## config.mk

```make
export PLATFORM = sky130hd
export DESIGN_NAME = sffe_back
export DESIGN_NICKNAME = d
export VERILOG_FILES = /design/src/single_frequency_filter_envelope_defines.svh /design/src/sffe_pkg.sv /design/src/sffe_back.sv
export SDC_FILE = /design/constraint.sdc
export NUM_CORES = 2
export LEC_CHECK = 0
export BUFFER_PORTS_ARGS = -buffer_cell sky130_fd_sc_hd__buf_2
export CAP_MARGIN = 20
export CELL_PAD_IN_SITES_DETAIL_PLACEMENT = 0
export CELL_PAD_IN_SITES_GLOBAL_PLACEMENT = 1
export CORE_MARGIN = 5
export CORE_UTILIZATION = 55
export DETAILED_ROUTE_END_ITERATION = 10
export PLACE_DENSITY = 0.9
export SLEW_MARGIN = 20
export SYNTH_ARGS = -nofsm -noshare
export SYNTH_HDL_FRONTEND = slang
export SYNTH_SLANG_ARGS = --single-unit
```

## constraint.sdc

```tcl
create_clock -name i_clk -period 18.6 [get_ports i_clk]
set_input_delay 1.86 -clock i_clk [delete_from_list [all_inputs] [get_ports i_clk]]
set_output_delay 1.86 -clock i_clk [all_outputs]
set_load 0.1 [all_outputs]
```

## src/single_frequency_filter_envelope_defines.svh

```systemverilog
// Assertion macros for the single-frequency filter envelope block.
// No dependencies; included by the top level.
`ifndef SINGLE_FREQUENCY_FILTER_ENVELOPE_DEFINES_SVH
`define SINGLE_FREQUENCY_FILTER_ENVELOPE_DEFINES_SVH
`ifndef ASSERT_OFF
`define SFFE_ASSERT_NEVER(label, clk, rst_n, expr) \
    label: assert property (@(posedge clk) disable iff (!rst_n) !(expr)) \
        else $error("%m: assertion failed");
`define SFFE_ASSERT_IMPLY(label, clk, rst_n, ante, cons) \
    label: assert property (@(posedge clk) disable iff (!rst_n) (ante) |-> (cons)) \
        else $error("%m: assertion failed");
`else
`define SFFE_ASSERT_NEVER(label, clk, rst_n, expr)
`define SFFE_ASSERT_IMPLY(label, clk, rst_n, ante, cons)
`endif
`endif

```

## src/sffe_pkg.sv

```systemverilog
// Shared constants, types and the quarter-wave sine table.
// No dependencies; imported by all modules of the envelope block.
package sffe_pkg;

    localparam int SINE_TABLE_BITS = 10;
    localparam int FRACTION_BITS   = 15;

    localparam int SAMPLE_W  = 16;
    localparam int DIFF_W    = SAMPLE_W + 1;
    localparam int PHASE_W   = 32;
    localparam int RADIUS_W  = 15;
    localparam int FILT_W    = 40;
    localparam int HALF_W    = FILT_W / 2;
    localparam int SQ_W      = 2 * FILT_W;
    localparam int ENV_W     = 25;
    localparam int Z_W       = 2 * ENV_W;
    localparam int REM_W     = ENV_W + 2;
    localparam int ROOT_CNT_W = $clog2(ENV_W);

    localparam int QTR_N     = 2 ** (SINE_TABLE_BITS - 2);
    localparam int QTR_IDX_W = SINE_TABLE_BITS - 1;

    // multiplier: A takes 20-bit halves and |x|, B also the sine magnitude
    localparam int MUL_B_W = (FRACTION_BITS + 1 > HALF_W) ? FRACTION_BITS + 1 : HALF_W;
    localparam int PROD_W  = HALF_W + MUL_B_W;

    localparam logic [ENV_W-1:0] ENV_MAX = {ENV_W{1'b1}};

    localparam int CFG_IDX_W  = 1;
    localparam int CFG_DATA_W = 32;
    localparam logic [CFG_IDX_W-1:0] CFG_PHASE_STEP  = 1'b0;
    localparam logic [CFG_IDX_W-1:0] CFG_POLE_RADIUS = 1'b1;

    localparam logic [PHASE_W-1:0]  PHASE_STEP_RST  = 32'd858993459;
    localparam logic [RADIUS_W-1:0] POLE_RADIUS_RST = 15'd32440;

    localparam int WQ_DEPTH = 4;
    localparam int WQ_PTR_W = $clog2(WQ_DEPTH);

    localparam logic [63:0] PI_Q30 = 64'hC90FDAA2;

    typedef logic [FRACTION_BITS:0] t_qval;
    typedef t_qval t_qtab [0:QTR_N];

    // one request handed from front to back; index 0 is cos, 1 is sin
    typedef struct packed {
        logic                   start;
        logic                   x_neg;
        logic [DIFF_W-1:0]      x_mag;
        logic [1:0]             coef_neg;
        t_qval [1:0]            coef_mag;
    } t_work;

    typedef struct packed {
        logic wq_pop;
        logic res_load;
    } t_back_stat;

    // Taylor series in Q30, rounded to QF
    function automatic t_qval quarter_sine(logic [31:0] i);
        logic [63:0]        x;
        logic [63:0]        x2;
        logic [63:0]        term;
        logic signed [63:0] sum;
        logic [63:0]        rounded;
        x    = (PI_Q30 * 64'd2 * 64'(i)) >> SINE_TABLE_BITS;
        x2   = (x * x) >> 30;
        term = x;
        sum  = $signed(x);
        term = ((term * x2) >> 30) / 64'd6;   sum = sum - $signed(term);
        term = ((term * x2) >> 30) / 64'd20;  sum = sum + $signed(term);
        term = ((term * x2) >> 30) / 64'd42;  sum = sum - $signed(term);
        term = ((term * x2) >> 30) / 64'd72;  sum = sum + $signed(term);
        term = ((term * x2) >> 30) / 64'd110; sum = sum - $signed(term);
        term = ((term * x2) >> 30) / 64'd156; sum = sum + $signed(term);
        term = ((term * x2) >> 30) / 64'd210; sum = sum - $signed(term);
        term = ((term * x2) >> 30) / 64'd272; sum = sum + $signed(term);
        if (sum < 0) begin
            sum = '0;
        end
        rounded = ($unsigned(sum) + (64'd1 << (29 - FRACTION_BITS))) >> (30 - FRACTION_BITS);
        return rounded[FRACTION_BITS:0];
    endfunction

    function automatic t_qtab build_qtab();
        t_qtab tab;
        for (int i = 0; i <= QTR_N; i++) begin
            tab[i] = quarter_sine(32'(i));
        end
        return tab;
    endfunction

    localparam t_qtab QUARTER_TAB = build_qtab();

endpackage

```

## src/sffe_back.sv

```systemverilog
// Back end: complex one-pole filter, squared magnitude and bit-serial root.
// Depends on sffe_pkg; takes requests from sffe_queue.
module sffe_back (
    input  logic                          i_clk,
    input  logic                          i_rst_n,
    input  logic [sffe_pkg::RADIUS_W-1:0] i_pole_radius,
    input  logic                          i_wq_empty,
    input  sffe_pkg::t_work               i_wq_data,
    output sffe_pkg::t_back_stat          o_stat,
    input  logic                          i_res_pop,
    output logic                          o_res_valid,
    output logic [sffe_pkg::ENV_W-1:0]    o_envelope
);
    import sffe_pkg::*;

    typedef enum logic [3:0] {
        ST_IDLE, ST_RY0, ST_RY1, ST_XC, ST_SUM, ST_MAG,
        ST_SQ0, ST_SQ1, ST_SQ2, ST_ADD, ST_ROOT, ST_DONE
    } t_state;

    t_state                r_state;
    t_work                 r_item;
    logic [FILT_W-1:0]     r_y   [2];
    logic [FILT_W-1:0]     r_mag [2];
    logic [FILT_W-1:0]     r_t   [2];
    logic [SQ_W-1:0]       r_acc [2];
    logic [Z_W-1:0]        r_z;
    logic [REM_W-1:0]      r_rem;
    logic [ENV_W-1:0]      r_root;
    logic [ROOT_CNT_W-1:0] r_cnt;
    logic                  r_ovf;
    logic                  r_res_valid;
    logic [ENV_W-1:0]      r_env;

    logic [HALF_W-1:0]     mul_a [2];
    logic [MUL_B_W-1:0]    mul_b [2];
    logic [PROD_W-1:0]     prod  [2];
    logic [SQ_W-1:0]       rnd   [2];
    logic [FILT_W+1:0]     y_sum [2];
    logic [FILT_W-1:0]     y_sat [2];
    logic [FILT_W-1:0]     y_abs [2];
    logic [SQ_W-1:0]       sq_sum;
    logic [SQ_W-1:0]       sq_shift;
    logic                  sq_ovf;
    logic [REM_W-1:0]      rem_sh;
    logic [REM_W-1:0]      trial;
    logic                  res_load;

    always_comb begin
        for (int l = 0; l < 2; l++) begin
            unique case (r_state)
                ST_RY0: begin
                    mul_a[l] = r_mag[l][HALF_W-1:0];
                    mul_b[l] = MUL_B_W'(i_pole_radius);
                end
                ST_RY1: begin
                    mul_a[l] = r_mag[l][FILT_W-1:HALF_W];
                    mul_b[l] = MUL_B_W'(i_pole_radius);
                end
                ST_XC: begin
                    mul_a[l] = HALF_W'(r_item.x_mag);
                    mul_b[l] = MUL_B_W'(r_item.coef_mag[l]);
                end
                ST_SQ0: begin
                    mul_a[l] = r_mag[l][HALF_W-1:0];
                    mul_b[l] = MUL_B_W'(r_mag[l][HALF_W-1:0]);
                end
                ST_SQ1: begin
                    mul_a[l] = r_mag[l][HALF_W-1:0];
                    mul_b[l] = MUL_B_W'(r_mag[l][FILT_W-1:HALF_W]);
                end
                ST_SQ2: begin
                    mul_a[l] = r_mag[l][FILT_W-1:HALF_W];
                    mul_b[l] = MUL_B_W'(r_mag[l][FILT_W-1:HALF_W]);
                end
                default: begin
                    mul_a[l] = '0;
                    mul_b[l] = '0;
                end
            endcase
            prod[l] = PROD_W'(mul_a[l]) * PROD_W'(mul_b[l]);

            // r*|y| rounded half away from zero; sign is applied below
            rnd[l] = r_acc[l] + (SQ_W'(1) << (RADIUS_W - 1));

            y_sum[l] = (r_y[l][FILT_W-1] ? {2'b00, r_t[l]} : -{2'b00, r_t[l]})
                     + ((r_item.x_neg ^ r_item.coef_neg[l])
                        ? -{2'b00, r_acc[l][FILT_W-1:0]} : {2'b00, r_acc[l][FILT_W-1:0]});
            if (y_sum[l][FILT_W+1:FILT_W-1] == 3'b000 || y_sum[l][FILT_W+1:FILT_W-1] == 3'b111) begin
                y_sat[l] = y_sum[l][FILT_W-1:0];
            end else if (y_sum[l][FILT_W+1]) begin
                y_sat[l] = {1'b1, {(FILT_W-1){1'b0}}};
            end else begin
                y_sat[l] = {1'b0, {(FILT_W-1){1'b1}}};
            end

            y_abs[l] = r_y[l][FILT_W-1] ? -r_y[l] : r_y[l];
        end

        sq_sum   = r_acc[0] + r_acc[1];
        sq_shift = sq_sum >> (2 * FRACTION_BITS);
        sq_ovf   = (sq_shift >> Z_W) != '0;

        rem_sh = {r_rem[REM_W-3:0], r_z[Z_W-1:Z_W-2]};
        trial  = {r_root, 2'b01};
    end

    assign res_load        = (r_state == ST_DONE) && (!r_res_valid || i_res_pop);
    assign o_stat.wq_pop   = (r_state == ST_IDLE) && !i_wq_empty;
    assign o_stat.res_load = res_load;
    assign o_res_valid     = r_res_valid;
    assign o_envelope      = r_env;

    always_ff @(posedge i_clk) begin
        if (!i_rst_n) begin
            r_state     <= ST_IDLE;
            r_res_valid <= 1'b0;
            for (int l = 0; l < 2; l++) begin
                r_y[l]   <= '0;
                r_mag[l] <= '0;
            end
        end else begin
            if (res_load) begin
                r_res_valid <= 1'b1;
            end else if (i_res_pop && r_res_valid) begin
                r_res_valid <= 1'b0;
            end
            unique case (r_state)
                ST_IDLE: begin
                    if (!i_wq_empty) begin
                        r_item <= i_wq_data;
                        if (i_wq_data.start) begin
                            for (int l = 0; l < 2; l++) begin
                                r_y[l]   <= '0;
                                r_mag[l] <= '0;
                            end
                            r_ovf   <= 1'b0;
                            r_root  <= '0;
                            r_state <= ST_DONE;
                        end else begin
                            r_state <= ST_RY0;
                        end
                    end
                end
                ST_RY0: begin
                    for (int l = 0; l < 2; l++) r_acc[l] <= SQ_W'(prod[l]);
                    r_state <= ST_RY1;
                end
                ST_RY1: begin
                    for (int l = 0; l < 2; l++) begin
                        r_acc[l] <= r_acc[l] + (SQ_W'(prod[l]) << HALF_W);
                    end
                    r_state <= ST_XC;
                end
                ST_XC: begin
                    for (int l = 0; l < 2; l++) begin
                        r_t[l]   <= rnd[l][RADIUS_W +: FILT_W];
                        r_acc[l] <= SQ_W'(prod[l]);
                    end
                    r_state <= ST_SUM;
                end
                ST_SUM: begin
                    for (int l = 0; l < 2; l++) r_y[l] <= y_sat[l];
                    r_state <= ST_MAG;
                end
                ST_MAG: begin
                    for (int l = 0; l < 2; l++) r_mag[l] <= y_abs[l];
                    r_state <= ST_SQ0;
                end
                ST_SQ0: begin
                    for (int l = 0; l < 2; l++) r_acc[l] <= SQ_W'(prod[l]);
                    r_state <= ST_SQ1;
                end
                ST_SQ1: begin
                    // cross term counted twice
                    for (int l = 0; l < 2; l++) begin
                        r_acc[l] <= r_acc[l] + (SQ_W'(prod[l]) << (HALF_W + 1));
                    end
                    r_state <= ST_SQ2;
                end
                ST_SQ2: begin
                    for (int l = 0; l < 2; l++) begin
                        r_acc[l] <= r_acc[l] + (SQ_W'(prod[l]) << FILT_W);
                    end
                    r_state <= ST_ADD;
                end
                ST_ADD: begin
                    r_z     <= sq_shift[Z_W-1:0];
                    r_ovf   <= sq_ovf;
                    r_rem   <= '0;
                    r_root  <= '0;
                    r_cnt   <= '0;
                    r_state <= ST_ROOT;
                end
                ST_ROOT: begin
                    r_z <= r_z << 2;
                    if (rem_sh >= trial) begin
                        r_rem  <= rem_sh - trial;
                        r_root <= {r_root[ENV_W-2:0], 1'b1};
                    end else begin
                        r_rem  <= rem_sh;
                        r_root <= {r_root[ENV_W-2:0], 1'b0};
                    end
                    r_cnt <= r_cnt + 1'b1;
                    if (r_cnt == ROOT_CNT_W'(ENV_W - 1)) begin
                        r_state <= ST_DONE;
                    end
                end
                ST_DONE: begin
                    if (res_load) begin
                        r_env   <= r_ovf ? ENV_MAX : r_root;
                        r_state <= ST_IDLE;
                    end
                end
                default: begin
                    r_state <= ST_IDLE;
                end
            endcase
        end
    end

endmodule

```

==> out/summary.txt <==
Synthesized instance count - 9316
Mapped Area - 0.0800 mm^2
Unrepaired setup endpoints after global routing - false
Largest area contributor in the netlist - edfxtp_1
Status - finished, final reports clean
Tightest Hold Check Type - reg2reg
CTS Root Cell - clkbuf_16
Number of I/O port buffers - 99
Final Critical Period - 13.88 ns
Post-detail-place hpwl - 220 mm
Synth async-reset ratio - 0%
Worst skew pair latency - 0.72 ns
Post-synth EDFFs - 582
Setup TNS - 0 ns
CTS buffer count - 72
Clk_skew - 0.0548 ns
Crit-path max FO - 49
Average wire per standard cell - 24.6 um
Die area - 0.153 mm^2
Clk sinks - 587
Top-Level Pins - 100
Post-synth top area share - 21.8%
Critical Path Stages - 39
Synth Area per Inst - 8.59 um^2
Slowest cell on crit path - xnor2_1
Placer Congestion - 0.997
Hold path depth - 0
Share of cells above drive strength 1 - 5.44%
DRC - 0
First-pass GRT wire length - 416 mm
Vias in the first global route - 68.3k
DRT iter0 DRCs - 7571
Period utilisation layout - 74.6%
Critical Path Start Type - flop
CTS clock-pin slew for the worst setup and hold paths - 0.06 ns
Largest cells by area after synthesis - edfxtp_1 (22%), fa_1 (16%), ha_1 (12%), nand2_1 (4.6%), inv_1 (4.5%)
Post-DRT Antenna Nets - 0
Pin count of the biggest net entering global routing - 93
Bufs and invs on worst path - 6
Initial antenna violation count - 7
CP endpoint kind - flop
Slew @ Worst Pin - 1.24 ns
Routed Wire Length - 276 mm
Die Ht - 391 um
P&R area growth vs syn - 6.76%
Final setup violation count - 0
Clock Tree Buf Depth - 3
Slew margin rel. - 16.7%
Total grt overflow - 0
Critical Path RT - 19.04 ns
Synth warn - 0
Die X-Extent - 391 um
Post-synth cell types - 101
CTS tree - done
FMAX - 0.0721 GHz
Std-Cell Rows - 140
Final Hold Viols - 0
Initial core utilization - 55.1%
First drt pass iteration count - 9
R2R cell count - 39
Number of setup buffers added after CTS - 0
GRT Util Overall - 35.4%
Slew Limit Fails - 0
Worst path max stage delay - 0.89 ns
CORE AREA - 0.145 mm^2
Crit Path Category - reg2reg
Commonest non-fill, non-tap cell in the layout - nand2_1
CP arrival - 14.32 ns
Nets - 10.7k
Most frequent cells in the layout - nand2_1 (985), inv_1 (954), nor2_1 (923)
H-Tree Depth - 3
Dominant synthesized flop cell - edfxtp_1
Vias - 70.6k
Syn Nets - 10.8k
CTS-repair resized insts - 0
Hold_buf cts - 0
Seq/Total Area, Yosys - 22.0%
Max-Cap Viols - 0
Vias per cell - 6.29
FF+latch count, synth - 587
Delay-heaviest family, CP - compound AO/OA/AOI/OAI gates
Critical path's most frequent cell - fa_1
-- metal layers --
metal	wire [um]	GRT usage [%]	vias to the layer above	share of wire [%]
met1	114000	48.5	34008	41
met3	27500	7.07	707	10
met4	16100	17.2	6	5.8
met5	35	0	-	0.013
met2	118000	53.9	3551	43
li1	-	-	32365	-
-- cell type report --
| type | count | area, um^2 |
|---|---|---|
| clock buffer | 84 | 1860 |
| inverter | 955 | 3580 |
| tap | 1917 | 2400 |
| timing repair buffer | 267 | 1760 |
| fill | 12982 | 59800 |
| multi-input combinational | 7367 | 57500 |
| clock inverter | 45 | 703 |
| antenna | 3 | 7.51 |
| sequential | 587 | 17600 |
-- logic make-up after synthesis --
group           count (synthesis)  synth area share, %
fa+ha+maj                    1399                 28.0
compound gates               2323                 18.7
mux                            18                0.231
buf+inv                      1362                 6.45
simple gates                 2865                 16.3
xor+xnor                      762                 8.35
flops                         587                 22.0
-- stage by stage --
step	utilization, %	area [um^2]	worst slack, ns	std cells	hold slack [ns]
3_5_place_dp	57.0	82800	5.05	11092	0.433
3_3_place_gp	57.0	82800	4.98	11091	0.437
5_1_grt	58.8	85400	4.01	11222	0.457
4_1_cts	58.8	85400	4.93	11221	0.445
6_report	58.8	85400	4.72	11225	0.442
2_1_floorplan	-	80000	7.12	9316	0.426
-- worst reg2reg max path: cells and delay by family, from the launching register on --
family | cells | cell delay (ns)
adder cells (fa/ha/maj) | 9 | 4.51
buffers and inverters | 6 | 0.76
AO/OA/AOI/OAI | 17 | 4.98
flip-flops | 1 | 0.74
AND/OR/NAND/NOR | 6 | 1.77
XOR/XNOR | 1 | 0.89
-- cell usage after synthesis, drive strengths merged (93+ instances only) --
cell type	n
and2	97
clkbuf	371
xnor2	399
xor2	363
ha	751
nand2	987
nor2	928
edfxtp	582
fa	648
o21ai	482
a21o	279
a31oi	93
inv	954
a21oi	701
nand3	157
nor3	124
nand4	137
-- worst paths after layout --
check | from | endpoint | slack [ns]
max | r_state[1]$_SDFFE_PN0P_ | r_acc[0][65]$_DFFE_PP_ | 4.72
min | r_root[3]$_SDFFCE_PN0P_ | o_envelope[3]$_DFFE_PP_ | 0.44
max reg2reg | r_state[1]$_SDFFE_PN0P_ | r_acc[0][65]$_DFFE_PP_ | 4.72
min reg2reg | r_root[3]$_SDFFCE_PN0P_ | o_envelope[3]$_DFFE_PP_ | 0.44
-- state kept, by name (all words and copies together), names as in the netlist --
name,count
r_acc,160
r_mag,80
r_t,80
r_y,80
r_item,52
r_z,50
o_envelope,25
r_rem,25
r_root,25
r_cnt,5
r_state,4
o_res_valid,1
Power is not shown: default switching activity piles up to over one toggle a cycle in this logic, so the estimate is an artifact.
