$ cat config.mk
export PLATFORM = sky130hd
export DESIGN_NAME = sffe_queue
export DESIGN_NICKNAME = d
export VERILOG_FILES = /design/src/single_frequency_filter_envelope_defines.svh /design/src/sffe_pkg.sv /design/src/sffe_queue.sv
export SDC_FILE = /design/constraint.sdc
export NUM_CORES = 1
export LEC_CHECK = 0
export ABC_CLOCK_PERIOD_IN_PS = 3400
export BUFFER_PORTS_ARGS = -buffer_cell sky130_fd_sc_hd__buf_2
export CAP_MARGIN = 20
export CELL_PAD_IN_SITES_DETAIL_PLACEMENT = 1
export CELL_PAD_IN_SITES_GLOBAL_PLACEMENT = 1
export CORE_MARGIN = 2
export CORE_UTILIZATION = 45
export CTS_BUF_LIST = sky130_fd_sc_hd__clkbuf_16
export DETAILED_ROUTE_END_ITERATION = 8
export HOLD_SLACK_MARGIN = 0.15
export PLACE_DENSITY_LB_ADDON = 0.08
export SYNTH_ARGS = -nofsm -noshare
export SYNTH_HDL_FRONTEND = slang
export SYNTH_SLANG_ARGS = --single-unit
$ cat constraint.sdc
create_clock -name i_clk -period 3.4 [get_ports i_clk]
set_clock_uncertainty 0.05 [all_clocks]
set_input_delay 0.68 -clock i_clk [delete_from_list [all_inputs] [get_ports i_clk]]
set_output_delay 0.68 -clock i_clk [all_outputs]
set_load 0.05 [all_outputs]
$ cat src/single_frequency_filter_envelope_defines.svh
// Assertion macros for the single-frequency filter envelope block.
// No dependencies; included by the top level.
`ifndef SINGLE_FREQUENCY_FILTER_ENVELOPE_DEFINES_SVH
`define SINGLE_FREQUENCY_FILTER_ENVELOPE_DEFINES_SVH
`ifndef ASSERT_OFF
`define SFFE_ASSERT_NEVER(label, clk, rst_n, expr) \
    label: assert property (@(posedge clk) disable iff (!rst_n) !(expr)) \
        else $error("%m: assertion failed");
`define SFFE_ASSERT_IMPLY(label, clk, rst_n, ante, cons) \
    label: assert property (@(posedge clk) disable iff (!rst_n) (ante) |-> (cons)) \
        else $error("%m: assertion failed");
`else
`define SFFE_ASSERT_NEVER(label, clk, rst_n, expr)
`define SFFE_ASSERT_IMPLY(label, clk, rst_n, ante, cons)
`endif
`endif

$ cat src/sffe_pkg.sv
// Shared constants, types and the quarter-wave sine table.
// No dependencies; imported by all modules of the envelope block.
package sffe_pkg;

    localparam int SINE_TABLE_BITS = 10;
    localparam int FRACTION_BITS   = 15;

    localparam int SAMPLE_W  = 16;
    localparam int DIFF_W    = SAMPLE_W + 1;
    localparam int PHASE_W   = 32;
    localparam int RADIUS_W  = 15;
    localparam int FILT_W    = 40;
    localparam int HALF_W    = FILT_W / 2;
    localparam int SQ_W      = 2 * FILT_W;
    localparam int ENV_W     = 25;
    localparam int Z_W       = 2 * ENV_W;
    localparam int REM_W     = ENV_W + 2;
    localparam int ROOT_CNT_W = $clog2(ENV_W);

    localparam int QTR_N     = 2 ** (SINE_TABLE_BITS - 2);
    localparam int QTR_IDX_W = SINE_TABLE_BITS - 1;

    // multiplier: A takes 20-bit halves and |x|, B also the sine magnitude
    localparam int MUL_B_W = (FRACTION_BITS + 1 > HALF_W) ? FRACTION_BITS + 1 : HALF_W;
    localparam int PROD_W  = HALF_W + MUL_B_W;

    localparam logic [ENV_W-1:0] ENV_MAX = {ENV_W{1'b1}};

    localparam int CFG_IDX_W  = 1;
    localparam int CFG_DATA_W = 32;
    localparam logic [CFG_IDX_W-1:0] CFG_PHASE_STEP  = 1'b0;
    localparam logic [CFG_IDX_W-1:0] CFG_POLE_RADIUS = 1'b1;

    localparam logic [PHASE_W-1:0]  PHASE_STEP_RST  = 32'd858993459;
    localparam logic [RADIUS_W-1:0] POLE_RADIUS_RST = 15'd32440;

    localparam int WQ_DEPTH = 4;
    localparam int WQ_PTR_W = $clog2(WQ_DEPTH);

    localparam logic [63:0] PI_Q30 = 64'hC90FDAA2;

    typedef logic [FRACTION_BITS:0] t_qval;
    typedef t_qval t_qtab [0:QTR_N];

    // one request handed from front to back; index 0 is cos, 1 is sin
    typedef struct packed {
        logic                   start;
        logic                   x_neg;
        logic [DIFF_W-1:0]      x_mag;
        logic [1:0]             coef_neg;
        t_qval [1:0]            coef_mag;
    } t_work;

    typedef struct packed {
        logic wq_pop;
        logic res_load;
    } t_back_stat;

    // Taylor series in Q30, rounded to QF
    function automatic t_qval quarter_sine(logic [31:0] i);
        logic [63:0]        x;
        logic [63:0]        x2;
        logic [63:0]        term;
        logic signed [63:0] sum;
        logic [63:0]        rounded;
        x    = (PI_Q30 * 64'd2 * 64'(i)) >> SINE_TABLE_BITS;
        x2   = (x * x) >> 30;
        term = x;
        sum  = $signed(x);
        term = ((term * x2) >> 30) / 64'd6;   sum = sum - $signed(term);
        term = ((term * x2) >> 30) / 64'd20;  sum = sum + $signed(term);
        term = ((term * x2) >> 30) / 64'd42;  sum = sum - $signed(term);
        term = ((term * x2) >> 30) / 64'd72;  sum = sum + $signed(term);
        term = ((term * x2) >> 30) / 64'd110; sum = sum - $signed(term);
        term = ((term * x2) >> 30) / 64'd156; sum = sum + $signed(term);
        term = ((term * x2) >> 30) / 64'd210; sum = sum - $signed(term);
        term = ((term * x2) >> 30) / 64'd272; sum = sum + $signed(term);
        if (sum < 0) begin
            sum = '0;
        end
        rounded = ($unsigned(sum) + (64'd1 << (29 - FRACTION_BITS))) >> (30 - FRACTION_BITS);
        return rounded[FRACTION_BITS:0];
    endfunction

    function automatic t_qtab build_qtab();
        t_qtab tab;
        for (int i = 0; i <= QTR_N; i++) begin
            tab[i] = quarter_sine(32'(i));
        end
        return tab;
    endfunction

    localparam t_qtab QUARTER_TAB = build_qtab();

endpackage

$ cat src/sffe_queue.sv
// Short request queue between the front end and the filter back end.
// Depends on sffe_pkg.
module sffe_queue (
    input  logic            i_clk,
    input  logic            i_rst_n,
    input  logic            i_wr,
    input  sffe_pkg::t_work i_wdata,
    output logic            o_full,
    input  logic            i_rd,
    output sffe_pkg::t_work o_rdata,
    output logic            o_empty
);
    import sffe_pkg::*;

    t_work               r_mem [WQ_DEPTH];
    logic [WQ_PTR_W:0]   r_wr_ptr;
    logic [WQ_PTR_W:0]   r_rd_ptr;

    assign o_empty = (r_wr_ptr == r_rd_ptr);
    assign o_full  = (r_wr_ptr[WQ_PTR_W] != r_rd_ptr[WQ_PTR_W])
                  && (r_wr_ptr[WQ_PTR_W-1:0] == r_rd_ptr[WQ_PTR_W-1:0]);
    assign o_rdata = r_mem[r_rd_ptr[WQ_PTR_W-1:0]];

    always_ff @(posedge i_clk) begin
        if (i_wr && !o_full) begin
            r_mem[r_wr_ptr[WQ_PTR_W-1:0]] <= i_wdata;
        end
    end

    always_ff @(posedge i_clk) begin
        if (!i_rst_n) begin
            r_wr_ptr <= '0;
            r_rd_ptr <= '0;
        end else begin
            if (i_wr && !o_full) begin
                r_wr_ptr <= r_wr_ptr + 1'b1;
            end
            if (i_rd && !o_empty) begin
                r_rd_ptr <= r_rd_ptr + 1'b1;
            end
        end
    end

endmodule

==> results of run 1 <==
-- report_power, final --
group          leakage (uW)  switching, uW  internal (uW)
sequential          0.00201            149           3440
clock              0.000374            970           1280
combinational      0.000972           1910            797
-- cell usage in the layout (no fill, tap or decap), types with 3 or more instances in the layout --
cell type / count
edfxtp_1: 212
buf_2: 111
mux4_2: 53
clkbuf_16: 24
inv_1: 15
buf_4: 9
clkinv_1: 6
dfxtp_1: 6
ha_1: 5
nand3b_1: 4
o21ai_0: 4
a211o_1: 4
buf_12: 4
xor2_1: 3
nor3_1: 3
xnor2_1: 3
and2_2: 3
nand2_1: 3
nand3_1: 3
-- cell type report --
class | count | area [um2] | share of cell area
flip-flops and latches | 220 | 6531 | 0.6645
inverters | 5 | 18.77 | 0.001909
clock inverters | 20 | 97.59 | 0.009929
well taps | 229 | 286.5 | 0.02915
clock buffers | 24 | 600.6 | 0.06110
diodes | 2 | 5.005 | 0.0005092
multi-input cells | 106 | 1587 | 0.1614
repair buffers | 124 | 703.2 | 0.07154
-- layer usage --
metal,up-vias,routed length [um],track usage
li1,1753,-,-
met1,2027,6523,0.2175
met2,106,7785,0.2774
met3,20,1043,0.04558
met4,0,255,0.04200
met5,-,0,0
-- worst max-delay path: stages (launching register included) --
cell and delay (ps):
dfxtp_2 750, buf_12 270, mux4_2 350, buf_2 230
-- cell families after synthesis --
logic type / after synthesis / synth area share
DFF: 220 / 0.7958
muxes: 53 / 0.1456
and+or+nand+nor: 24 / 0.01648
buffers and inverters: 19 / 0.01266
AOI/OAI and AO/OA: 18 / 0.01541
xor gates and xnor gates: 6 / 0.006409
adders and majority gates: 5 / 0.007629
-- state kept, by name, indices dropped and copies added (netlist names), named ones only --
signal    flops
r_mem       212
r_rd_ptr      3
r_wr_ptr      3
-- stage by stage --
stage	instances	setup WS (ps)	util
finish	730	547.4	0.5491
global route	728	455.8	0.5488
CTS	728	507.0	0.5488
detailed placement	684	1063	0.5098
global placement	684	1060	0.5098
floorplan	345	461.1	-
-- final timing paths --
kind	start	endpoint	slack, ps	depth (start not counted)
setup / recovery	flip-flop	o_rdata[16]	550	3
hold / removal	i_wdata[37]	r_mem[0][37]$_DFFE_PP_	330	1
setup reg to reg	r_wr_ptr[1]$_SDFFE_PN0P_	r_mem[0][36]$_DFFE_PP_	1190	4
hold reg to reg	r_wr_ptr[2]$_SDFFE_PN0P_	r_wr_ptr[2]$_SDFFE_PN0P_	510	2
==> results.yml, run 1 <==
clocking:
  tritoncts: "built"
  cts_resized: 0
  cts_buffers: 24
  clock_tree.root_cell: "clkbuf_16"
  clock_sinks: 220
  ctsHoldBuffers: 0
  clk_path_buf_depth: 3
  htree_levels: 1
  clkTransAtPathRegs_ps: 60
  cts_setup_buffers: 0
  clock_latency_ps: 510
synth:
  synth_cell_types: 30
  yosys_warnings: 0
  synth_area_um2: 8200
  synthTopCellsByCount: "edfxtp_1 (212), mux4_2 (53), dfxtp_1 (8)"
  seq_area_frac_synth: 0.7958
  synth_edf_count: 212
  yosys.area.top_type: "edfxtp_1"
  synth-async-reset-ratio: 0
  synth_nets: 407
  yosysMostFrequentCell: "edfxtp_1"
  syn_avg_cell_area_um2: 23.77
  syn_inst: 345
  ys_ff_latch: 220
  synth.top_cell.area_share: 0.7763
  synthTopCellsByArea: "edfxtp_1 (78%), mux4_2 (15%), dfxtp_1 (2.0%)"
  synth_ff_type: "edfxtp_1"
pwr:
  p_per_area_nw_per_um2: 869.2
  peakVddDrop_uv: 497.0
  finalPower_uw: 8543
  leakagePower_uw: 0.003359
layout:
  synthToLayoutAreaGrowth_pct: 19.87
  nNetsFinal: 543
  drive_gt1_frac: 0.4248
  nFillCells: 1586
  final_cell_area_um2: 9829
routing:
  drtIter0Drc: 195
  finalWirelength_um: 15610
  vias: 3906
  ant_nets: 0
  vias_per_cell: 5.351
  detail_route.wl_per_cell_um: 21.38
  dr.pass1.iters: 6
  drc: 0
global_route:
  grt_pass1_vias: 4389
  grt_usage: 0.1657
  antenna_found_initial: 2
  grt_max_degree: 38
  grt_pass1_wl_um: 24760
  grt_overflow_total: 0
timing:
  finalHoldViolations: 0
  rsz0062_at_grt: "false"
  tns_ps: 0
  timing.hold.ws_ps: 333.9
  max_slew_margin: 0.5588
  finalMaxSlewViolations: 0
  finalSetupViolCount: 0
  worst_pin_slew_ps: 661.8
  fin_crit_ps: 2853
  maxClockFrequency_mhz: 350.6
  fin_crit_sh: 0.8390
flow_run:
  cap_violations: 0
floorplan:
  ios: 112
  fp.dieW_um: 139.0
  rows: 49
  fp.dieH_um: 139.0
  initial_core_util: 0.4581
  dieArea_um2: 19320
  core_um2: 17900
setup_path:
  crit_type: "reg2out"
  required_ps: 2670
  critPathArrivalTime_ps: 2120
  worstSetupStartpointType: "flip-flop"
  end_kind: "output port"
  cp_max_fo: 23
placed_design:
  dp_hpwl_um: 9622
  placed_area_um2: 9126
  port_buffers: 111
  gp_congestion: 0.7505
run_status:
  status: "completed"
hold_path:
  min_path_type: "in2reg"
Note: power is estimated with default switching activity, not from simulation.
==> inputs of run 2 (changes only) <==
- ABC_AREA: unset -> 1
- ABC_CLOCK_PERIOD_IN_PS: 3400 -> 2700
- CORE_UTILIZATION: 45 -> 48
- clock period: 3.4 -> 2.7 ns (I/O delays scaled with it)
==> results.yml, run 2 <==
clocking:
  clkTransAtPathRegs_ps: 60
  clock_tree.root_cell: "clkbuf_16"
  ctsHoldBuffers: 0
  clock_latency_ps: 510
  clk_path_buf_depth: 3
  clock_sinks: 220
  htree_levels: 1
  tritoncts: "built"
  cts_buffers: 23
setup_path:
  worstSetupStartpointType: "flip-flop"
  critPathArrivalTime_ps: 2000
  crit_type: "reg2out"
  worstPathCellList: "buf_12 -> o21ai_0 -> o22ai_1 -> buf_2"
  end_kind: "output port"
  cp_max_fo: 76
  slowest_delay_ps: 400
  slowest_stage: "dfxtp_4"
  required_ps: 2110
synth:
  ys_ff_latch: 220
  synthTopCellsByCount: "edfxtp_1 (212), o21ai_0 (97), nor2_1 (76)"
  yosys_warnings: 0
  synthTopCellsByArea: "edfxtp_1 (73%), o22ai_2 (5.7%), o21ai_0 (5.6%)"
  syn_avg_cell_area_um2: 14.87
  syn_inst: 588
  synth_area_um2: 8743
  synth.top_cell.area_share: 0.7281
  yosysMostFrequentCell: "edfxtp_1"
  yosys.area.top_type: "edfxtp_1"
  synth_cell_types: 22
  synth-async-reset-ratio: 0
  synth_edf_count: 212
  seq_area_frac_synth: 0.7464
  synth_nets: 650
  synth_ff_type: "edfxtp_1"
pwr:
  peakVddDrop_uv: 484.3
  p_per_area_nw_per_um2: 860.8
  leakagePower_uw: 0.003670
timing:
  finalMaxSlewViolations: 0
  worst_pin_slew_ps: 520.9
  timing.hold.ws_ps: 188.5
  finalSetupViolCount: 0
  rsz0062_at_grt: "false"
  max_slew_margin: 0.6527
  finalHoldViolations: 0
  fin_crit_ps: 2586
  maxClockFrequency_mhz: 386.7
  fin_crit_sh: 0.9577
  timing.final.ws_setup_ps: 114.2
floorplan:
  fp.dieW_um: 139.0
  core_um2: 17900
  ios: 112
  fp.dieH_um: 139.0
  initial_core_util: 0.4884
  rows: 49
  dieArea_um2: 19310
layout:
  postLayoutCoreUtil: 0.5728
  layout_commonest_cell: "edfxtp_1"
  largest_reg_flops: 212
  layout_common_cells: "edfxtp_1 (212), buf_2 (111), o21ai_0 (97)"
  nNetsFinal: 771
  synthToLayoutAreaGrowth_pct: 17.29
  drive_gt1_frac: 0.3485
  final_cell_area_um2: 10250
routing:
  dr.pass1.iters: 4
  drtIter0Drc: 345
  ant_nets: 0
  detail_route.wl_per_cell_um: 19.82
  vias_per_cell: 5.372
  drc: 0
  finalWirelength_um: 18990
  vias: 5146
placed_design:
  dp_hpwl_um: 11340
  post-place-ws_ps: 578.5
  gp_congestion: 0.7304
  placed_area_um2: 9552
  port_buffers: 111
global_route:
  grt_usage: 0.1962
  grt_pass1_wl_um: 29840
  grt_max_degree: 77
  grt_pass1_vias: 5471
  grt_overflow_total: 0
  antenna_found_initial: 3
run_status:
  status: "completed"
flow_run:
  cap_violations: 0
hold_path:
  min_path_type: "in2reg"
run 2: cell types whose count changed in the layout (fill, tap and decap cells not counted), moves of 5 or more:
| cell | previous run | this run |
|---|---|---|
| o21ai_0 | 4 | 97 |
| nor2_1 | 1 | 73 |
| mux4_2 | 53 | 0 |
| nor2_2 | 0 | 40 |
| o22ai_2 | 0 | 40 |
| nand2_1 | 3 | 21 |
| o22ai_1 | 0 | 13 |
| o21ai_1 | 0 | 9 |
| buf_4 | 9 | 15 |
| inv_1 | 15 | 20 |
run 2: metrics by stage:
step	power (uW)	std cells	TNS, ps
detailed placement	6020	913	0
CTS	8917	955	0
global placement	5970	913	0
floorplan	5523	588	-137570
finish	8828	958	0
global route	9139	956	0
run 2: timing repair:
item                       4_1_cts  5_1_grt
resized for setup                0        4
setup buffers                    0        0
setup endpoints to repair        0       16
run 2: layout make-up:
type / count / area [um2]
Fill cell: 1763 / 7647
Antenna cell: 3 / 7.507
Multi-Input combinational cell: 316 / 1913
Sequential cell: 220 / 6534
Clock inverter: 19 / 112.6
Timing Repair Buffer: 130 / 748.2
Tap cell: 229 / 286.5
Clock buffer: 23 / 575.6
Inverter: 18 / 77.57
run 2: worst paths after layout:
kind / start / end / slack, ps / cells past startpoint
max: flip-flop / o_rdata[0] / 110 / 4
min reg2reg: r_rd_ptr[2]$_SDFFE_PN0P_ / r_rd_ptr[2]$_SDFFE_PN0P_ / 500 / 2
max reg2reg: r_wr_ptr[1]$_SDFFE_PN0P_ / r_mem[1][30]$_DFFE_PP_ / 620 / 7
min: i_wdata[24] / r_mem[0][24]$_DFFE_PP_ / 190 / 1
run 2: kinds of logic after synthesis:
group           Yosys count  share of synthesized area
flops                   220                     0.7464
compound gates          165                     0.1307
simple gates            146                    0.07842
buf+inv                  52                    0.03735
fa+ha+maj                 5                   0.007155
run 2: critical path: cells and delay by family (launching register included):
| kind | cells | cell delay, ps |
|---|---|---|
| AOI/OAI and AO/OA | 2 | 420 |
| buffers and inverters | 2 | 610 |
| DFF | 1 | 400 |
run 2: where the power goes:
group | switching, uW | internal, uW | total, uW
sequential | 60.4 | 3920 | 3980
combinational | 1470 | 479 | 1950
clock | 1260 | 1640 | 2900
run 2: layer usage:
metal / wire length [um] / track usage
met4: 382 / 0.05051
met3: 859 / 0.04109
met5: 0 / 0
met2: 9713 / 0.3518
met1: 8034 / 0.2435
==> inputs of run 3 (changes only) <==
- ABC_CLOCK_PERIOD_IN_PS: 2700 -> unset
- RECOVER_POWER: unset -> 25
==> results.yml, run 3 (synthesis gave the netlist of run 2 again) <==
run_status:
  status: "completed"
global_route:
  grt_usage: 0.1962
  grt_pass1_vias: 5471
  grt_overflow_total: 0
  antenna_found_initial: 1
  grt_pass1_wl_um: 29840
  grt_max_degree: 77
setup_path:
  worstSetupStartpointType: "flip-flop"
  critPathBufInv: 2
  end_kind: "output port"
  critPathArrivalTime_ps: 1990
  cp_max_fo: 76
  required_ps: 2110
  slowest_stage: "dfxtp_4"
  worst_path_dominant_cell_family: "buffers and inverters"
  worstPathCellList: "buf_12 -> o21ai_0 -> o22ai_1 -> buf_2"
  crit_type: "reg2out"
  slowest_delay_ps: 400
timing:
  fin_crit_ps: 2584
  finalSetupViolCount: 0
  finalMaxSlewViolations: 0
  timing.final.ws_setup_ps: 116.0
  finalHoldViolations: 0
  maxClockFrequency_mhz: 387.0
  timing.hold.ws_ps: 206.2
  rsz0062_at_grt: "false"
  fin_crit_sh: 0.9570
  worst_pin_slew_ps: 513.5
  max_slew_margin: 0.6577
floorplan:
  fp.dieH_um: 139.0
  ios: 112
  initial_core_util: 0.4884
  core_um2: 17900
  dieArea_um2: 19310
  fp.dieW_um: 139.0
  rows: 49
clocking:
  htree_levels: 1
  clock_tree.root_cell: "clkbuf_16"
  tritoncts: "built"
  cts_setup_buffers: 0
  clk_path_buf_depth: 3
  clock_sinks: 220
  clock_latency_ps: 510
  clkTransAtPathRegs_ps: 60
  ctsHoldBuffers: 0
  cts_buffers: 23
pwr:
  p_int_uw: 6030
  p_per_area_nw_per_um2: 864.5
  p_clk_frac: 0.329
  peakVddDrop_uv: 483.7
  leakagePower_uw: 0.003571
  pwr-share-seq: 0.451
  swShare: 0.3165
  power_frac_comb: 0.220
  switchingPower_uw: 2793
layout:
  largest_reg_flops: 212
  nNetsFinal: 771
  drive_gt1_frac: 0.2989
  layout_common_cells: "edfxtp_1 (212), o21ai_0 (97), buf_2 (75)"
  synthToLayoutAreaGrowth_pct: 16.71
  layout_commonest_cell: "edfxtp_1"
routing:
  finalWirelength_um: 19010
  drc: 0
  vias: 5157
  drtIter0Drc: 326
  ant_nets: 0
  vias_per_cell: 5.394
  dr.pass1.iters: 4
  detail_route.wl_per_cell_um: 19.89
flow_run:
  cap_violations: 0
hold_path:
  min_path_type: "in2reg"
placed_design:
  gp_congestion: 0.7304
  dp_hpwl_um: 11340
  port_buffers: 111
  post-place-ws_ps: 578.5
-- run 3: cell count changes in the layout (fill, tap and decap cells not counted), sizes merged --
cell | before | now
buf | 130 | 94
clkbuf | 23 | 59
diode | 3 | 1
-- run 3: per-layer routing --
metal  up-vias  GRT usage  routed length, um
met5         -          0                  0
met3        24    0.04109                859
met2        96     0.3518               9735
met1      2609     0.2435               8090
met4         0    0.05051                328
li1       2428          -                  -
-- run 3: per-stage QoR --
step	TNS (ps)	total power [uW]	instances	util	instance area, um2
after global placement	0	5970	913	0.5335	9552
after CTS	0	8917	955	0.5720	10240
final	0	8822	956	0.5700	10200
after global routing	0	9131	955	0.5699	10200
after floorplan	-137570	5523	588	-	8743
after detailed placement	0	6020	913	0.5335	9552
-- run 3: worst paths after layout --
kind | from | endpoint | slack, ps | cells after the start
worst max-delay path | flip-flop | o_rdata[0] | 120 | 4
worst min-delay path | i_wdata[20] | r_mem[2][20]$_DFFE_PP_ | 210 | 1
worst max register to register | r_wr_ptr[1]$_SDFFE_PN0P_ | r_mem[1][30]$_DFFE_PP_ | 620 | 7
worst min register to register | r_rd_ptr[2]$_SDFFE_PN0P_ | r_rd_ptr[2]$_SDFFE_PN0P_ | 500 | 2
-- run 3: power groups by stage --
stage / combinational, uW / sequential, uW / clock (uW)
finish: 1940 / 3980 / 2900
global route: 2080 / 3990 / 3060
CTS: 1980 / 3980 / 2960
detailed placement: 1970 / 4050 / 0
global placement: 1930 / 4040 / 0
floorplan: 1490 / 4030 / 0
-- run 3: what timing repair did --
| item | in CTS | in global routing |
|---|---|---|
| resized for setup | 0 | 4 |
| setup endpoints to repair | 0 | 16 |
| hold endpoints to repair | 0 | 0 |
-- run 3: final cells by class --
| class | instances | area (um2) |
|---|---|---|
| flip-flops and latches | 220 | 6534 |
| multi-input cells | 316 | 1913 |
| repair buffers | 130 | 703.2 |
| clock inverters | 19 | 112.6 |
| well taps | 229 | 286.5 |
| fillers | 1785 | 7697 |
| clock buffers | 23 | 575.6 |
| inverters | 18 | 77.57 |
| diodes | 1 | 2.502 |
-- run 3: worst reg2reg max path, stage by stage (launching register included) --
cell and delay (ps):
dfxtp_1 430, inv_2 70, nand2_1 60, nand2_1 130, nand3_4 160, nand2_1 200
nor2_4 140, buf_4 440
